$ cat config.mk
export PLATFORM = sky130hd
export DESIGN_NAME = bbc_stage
export DESIGN_NICKNAME = d
export VERILOG_FILES = /design/src/rtl/core/binary_bcd_converter_96bit_macros.svh /design/src/rtl/core/bbc_pkg.sv /design/src/rtl/core/bbc_stage.sv
export SDC_FILE = /design/constraint.sdc
export NUM_CORES = 2
export LEC_CHECK = 0
export ABC_AREA = 1
export BUFFER_PORTS_ARGS = -buffer_cell sky130_fd_sc_hd__buf_2
export CORE_ASPECT_RATIO = 1.1
export CORE_UTILIZATION = 55
export CTS_CLUSTER_SIZE = 30
export DETAILED_ROUTE_END_ITERATION = 8
export GPL_ROUTABILITY_DRIVEN = 0
export PLACE_DENSITY = 0.85
export REMOVE_ABC_BUFFERS = 1
export SYNTH_ARGS = -nofsm -noshare
export SYNTH_HDL_FRONTEND = slang
export SYNTH_SLANG_ARGS = --single-unit
export TNS_END_PERCENT = 30
$ cat constraint.sdc
create_clock -name clk -period 13.7 [get_ports clk]
set_input_delay 3.425 -clock clk [delete_from_list [all_inputs] [get_ports clk]]
set_output_delay 3.425 -clock clk [all_outputs]
set_load 0.02 [all_outputs]
$ cat src/rtl/core/binary_bcd_converter_96bit_macros.svh
// Assertion macros used by the converter's top-level RTL file.
// Each macro expects signals named clk and rst_n in the scope where it is used.
`ifndef BINARY_BCD_CONVERTER_96BIT_MACROS_SVH
`define BINARY_BCD_CONVERTER_96BIT_MACROS_SVH

// The consequent must hold in the same cycle as the antecedent.
`define BBC_ASSERT_IMPLY(label, ante, cons) \
    label: assert property (@(posedge clk) disable iff (!rst_n) (ante) |-> (cons)) \
        else $error("Converter assertion failed.");

// The consequent must hold in the cycle after the antecedent.
`define BBC_ASSERT_NEXT(label, ante, cons) \
    label: assert property (@(posedge clk) disable iff (!rst_n) (ante) |=> (cons)) \
        else $error("Converter assertion failed.");

`endif

$ cat src/rtl/core/bbc_pkg.sv
package bbc_pkg;

    localparam int BIN_BITS        = 96;
    localparam int DIGIT_W         = 4;
    localparam int MAX_DIGITS      = 30;
    localparam int MAX_BCD_W       = MAX_DIGITS * DIGIT_W;
    localparam int STEPS_PER_STAGE = 8;
    localparam int NUM_STAGES      = BIN_BITS / STEPS_PER_STAGE;

    localparam logic [DIGIT_W-1:0] FWD_LIMIT = 4'd5;
    localparam logic [DIGIT_W-1:0] REV_LIMIT = 4'd8;
    localparam logic [DIGIT_W-1:0] ADJUST    = 4'd3;
    localparam logic [DIGIT_W-1:0] DIGIT_MAX = 4'd9;

    localparam logic MODE_BIN_TO_BCD = 1'b0;
    localparam logic MODE_BCD_TO_BIN = 1'b1;

    localparam logic [1:0] STATUS_OK        = 2'd0;
    localparam logic [1:0] STATUS_OVERFLOW  = 2'd1;
    localparam logic [1:0] STATUS_BAD_DIGIT = 2'd2;

    typedef logic [MAX_BCD_W-1:0] bcd_full_t;

    typedef struct packed {
        logic       mode;
        logic       bad_digit;
        logic [7:0] scale;
        logic       sign;
    } bbc_ctrl_t;

endpackage

$ cat src/rtl/core/bbc_stage.sv
module bbc_stage #(
    parameter int BCD_DIGITS = 30
) (
    input  logic                          clk,
    input  logic                          rst_n,
    input  logic                          in_valid,
    output logic                          in_ready,
    input  bbc_pkg::bbc_ctrl_t            in_ctrl,
    input  logic [BCD_DIGITS*4-1:0]       in_bcd,
    input  logic [bbc_pkg::BIN_BITS-1:0]  in_bin,
    output logic                          out_valid,
    input  logic                          out_ready,
    output bbc_pkg::bbc_ctrl_t            out_ctrl,
    output logic [BCD_DIGITS*4-1:0]       out_bcd,
    output logic [bbc_pkg::BIN_BITS-1:0]  out_bin
);

    localparam int BCD_W = BCD_DIGITS * bbc_pkg::DIGIT_W;
    localparam int BIN_W = bbc_pkg::BIN_BITS;
    localparam int DW    = bbc_pkg::DIGIT_W;

    logic               valid_reg;
    bbc_pkg::bbc_ctrl_t ctrl_reg;
    logic [BCD_W-1:0]   bcd_reg;
    logic [BCD_W-1:0]   bcd_next;
    logic [BIN_W-1:0]   bin_reg;
    logic [BIN_W-1:0]   bin_next;

    // Eight shift steps per stage, each step in the direction the item's mode selects.
    always_comb
    begin
        logic [BCD_W-1:0] bcd;
        logic [BIN_W-1:0] bin;
        logic [DW-1:0]    dig;
        bcd = in_bcd;
        bin = in_bin;
        dig = '0;
        for (int s = 0; s < bbc_pkg::STEPS_PER_STAGE; s++)
        begin
            if (in_ctrl.mode == bbc_pkg::MODE_BIN_TO_BCD)
            begin
                for (int d = 0; d < BCD_DIGITS; d++)
                begin
                    dig = bcd[d*DW +: DW];
                    if (dig >= bbc_pkg::FWD_LIMIT)
                    begin
                        bcd[d*DW +: DW] = dig + bbc_pkg::ADJUST;
                    end
                end
                bcd = {bcd[BCD_W-2:0], bin[BIN_W-1]};
                bin = {bin[BIN_W-2:0], 1'b0};
            end
            else
            begin
                bin = {bcd[0], bin[BIN_W-1:1]};
                bcd = {1'b0, bcd[BCD_W-1:1]};
                for (int d = 0; d < BCD_DIGITS; d++)
                begin
                    dig = bcd[d*DW +: DW];
                    if (dig >= bbc_pkg::REV_LIMIT)
                    begin
                        bcd[d*DW +: DW] = dig - bbc_pkg::ADJUST;
                    end
                end
            end
        end
        bcd_next = bcd;
        bin_next = bin;
    end

    assign in_ready = !valid_reg || out_ready;

    always_ff @(posedge clk or negedge rst_n)
    begin
        if (!rst_n)
        begin
            valid_reg <= 1'b0;
        end
        else if (in_ready)
        begin
            valid_reg <= in_valid;
        end
    end

    always_ff @(posedge clk)
    begin
        if (in_ready && in_valid)
        begin
            ctrl_reg <= in_ctrl;
            bcd_reg  <= bcd_next;
            bin_reg  <= bin_next;
        end
    end

    assign out_valid = valid_reg;
    assign out_ctrl  = ctrl_reg;
    assign out_bcd   = bcd_reg;
    assign out_bin   = bin_reg;

endmodule

==> metrics.txt <==
Reg2Reg Capture Point=out_bcd[24]$_DFFE_PP_; area of the core=between 0.1 and 0.15 mm^2; Sw Pwr=0.00818 W; FP Rows=131; r2r startpoint=out_valid$_DFFE_PN0N_; Place WS=1.58 ns; root buf cell=clkbuf_16; Die W=330 um; cell accounting for the most synthesized area=nand2_1; largest net degree at the start of global routing=150; antenna violations before repair=8; # setup viols final=0; sequential share of power=0.091; max-slew violation count=0; Synth Cell Area=0.0650 mm^2; nature of the critical path endpoint=register; Critical Path Source Type=input port; delay-heaviest family, CP=simple AND/OR/NAND/NOR gates; setup slack, reg-to-reg=~11 ns; Async SR Flop Fraction=0.00439; worst hold start=out_valid$_DFFE_PN0N_; slowest library cell on the worst path=buf_4; worst path arrival time=12.01 ns; DRC=0; Post-synth top flop=edfxtp_1; vias per cell=5.55; Setup Fix Bufs, Post-CTS=0; clock latency at the later pin of the worst-skew pair=a little over 0.6 ns; hold crit path type=register to register; die area=0.120 mm^2; WHS Endpoint=out_valid$_DFFE_PN0N_; clock buffer depth=3; global-route wire length before repair=291000 um; Sw Share=0.613; Post-Route WL=between 150000 and 200000 um; clock-pin slew of the registers on the worst-case setup and hold paths=0.06 ns; vias in the first global route=65.0k; placed cells=approximately 13k; post-synth top area share=0.189; initial cell density of the core=0.558; Reg2Reg Depth=3; outcome=complete, no violations; shortest period the worst path allows=~12 ns; Mapped Cells=roughly 11k; syn_area_per_cell=5.98 um^2; Ys Warns=0; total number of vias=70.4k; DRT iter0 DRCs=roughly 5.5k; CTS sink cnt=228; Total GRT Usage=0.276; Int Power=~0.0052 W; layout cells sized above 1=0.182; Final ANT Viol Nets=0; Crit Path Max Fanout=149; sequential-to-total area share from yosys stat=0.105; top cells by area, synth=nand2_1 (19%), ha_1 (15%), nand3_1 (12%); hold slack=0.681 ns; TritonCTS clock tree=yes; worst slew pin tran=1.00 ns; hold_buf cts=0; Final Non-Filler Cells=12.7k; CP max stage delay=0.61 ns; H-tree depth=1; Distinct cells, synth=84; clock skew=0.0164 ns; WP buf/inv=14; most frequent cells in the layout=nand2_1 (3274), nand3_1 (1528), inv_1 (1147); type of the worst setup path=input port to register; unrepaired setup endpoints after global routing=no; most frequent CP cell=nand2_1; GR Overflow Total=0; Clock power frac=0.052; die height=approximately 360 um; Comb power frac=0.856; PwrDens=between 150 and 200 mW/mm^2; Leakage Power=37.4 nW; nets=~12k; required time of the critical path=14.05 ns; Area Overhead vs Synth=5.34%; number of enable flip-flop cells after synthesis=about 230; Worst Hold Depth=2; final hold violations=0; most common cell after layout, fill and taps aside=nand2_1; post-cts resize count=0; Routed wire per std cell=13.5 um; iteration count of the initial detailed-routing pass=6; fin crit share=0.851; Post-DP HPWL=136000 um; max cap viols=0; final worst-path setup slack=2.04 ns; TritonCTS buffer count=27; Max Clk Rate=~86 MHz; synthesis-stage register bit count=228; port buffer count=459; relative slew slack=0.331; io pins=460; Max IR drop VDD=0.190 mV
[per-stage QoR]
stage               setup TNS (ns)  instance area, um^2  power (W)  utilization
floorplan                  -449.19                63100     0.0101            -
global placement                 0                67600     0.0121        0.580
detailed placement               0                67600     0.0125        0.580
CTS                              0                68400     0.0132        0.587
global route                     0                68400     0.0150        0.587
finish                           0                68400     0.0134        0.587
[power by group through the flow]
stage	Clock, W	Sequential (W)	Combinational [W]
finish	0.000698	0.00122	0.0114
global route	0.000730	0.00123	0.0130
CTS	0.000707	0.00122	0.0113
detailed placement	0	0.00122	0.0112
global placement	0	0.00123	0.0108
floorplan	0	0.00144	0.00862
[synth_stat cells (112+ instances only)]
library cell / number
nand3_1: 1528
nand2_2: 484
o21ai_1: 355
inv_2: 430
ha_1: 801
o21ai_2: 140
a21oi_1: 361
o211ai_1: 127
o21ai_0: 504
nand3_2: 112
edfxtp_1: 227
inv_1: 1147
nor2_1: 399
nand2_1: 3274
[cells by family after synthesis]
logic type	share of synthesized area
AND/OR/NAND/NOR	0.440
buffers and inverters	0.123
AO/OA/AOI/OAI	0.160
adder cells (fa/ha/maj)	0.154
flip-flops	0.105
XOR/XNOR	0.0175
multiplexers	0.000520
[worst max-delay path by stage]
stage	startpoint	endpoint	cells past startpoint
after global placement	in_ctrl[10]	out_bcd[72]$_DFFE_PP_	58
after global routing	in_ctrl[10]	out_bcd[69]$_DFFE_PP_	61
after floorplan	in_ctrl[10]	out_bcd[69]$_DFFE_PP_	56
final	in_ctrl[10]	out_bcd[18]$_DFFE_PP_	63
after CTS	in_ctrl[10]	out_bcd[70]$_DFFE_PP_	58
after detailed placement	in_ctrl[10]	out_bcd[73]$_DFFE_PP_	56
[final cells by class]
cell class / count / area, um^2
fill: 10900 / 48100
tap: 1529 / 1910
timing repair buffer: 491 / 2640
clock buffer: 32 / 694
antenna: 1 / 2.50
sequential: 228 / 6840
multi-input combinational: 8787 / 50200
inverter: 1603 / 6060
clock inverter: 16 / 119
[metal layers]
metal	up-vias	global-route usage	part of all wire
met1	32000	0.336	0.43
li1	36100	-	-
met4	8	0.0727	0.025
met5	-	0	0.00025
met3	323	0.0260	0.054
met2	2016	0.511	0.49
[sequential cells by signal (all words and copies together), names as in the netlist]
| signal | cells |
|---|---|
| out_bcd | 120 |
| out_bin | 96 |
| out_ctrl | 11 |
| out_valid | 1 |
[worst min-delay path: stages (launching register included)]
cell and delay (ns):
dfrtp_1 0.42, nand2_1 0.14, nand2_1 0.08
No activity file was read; power rests on OpenSTA's default activity.
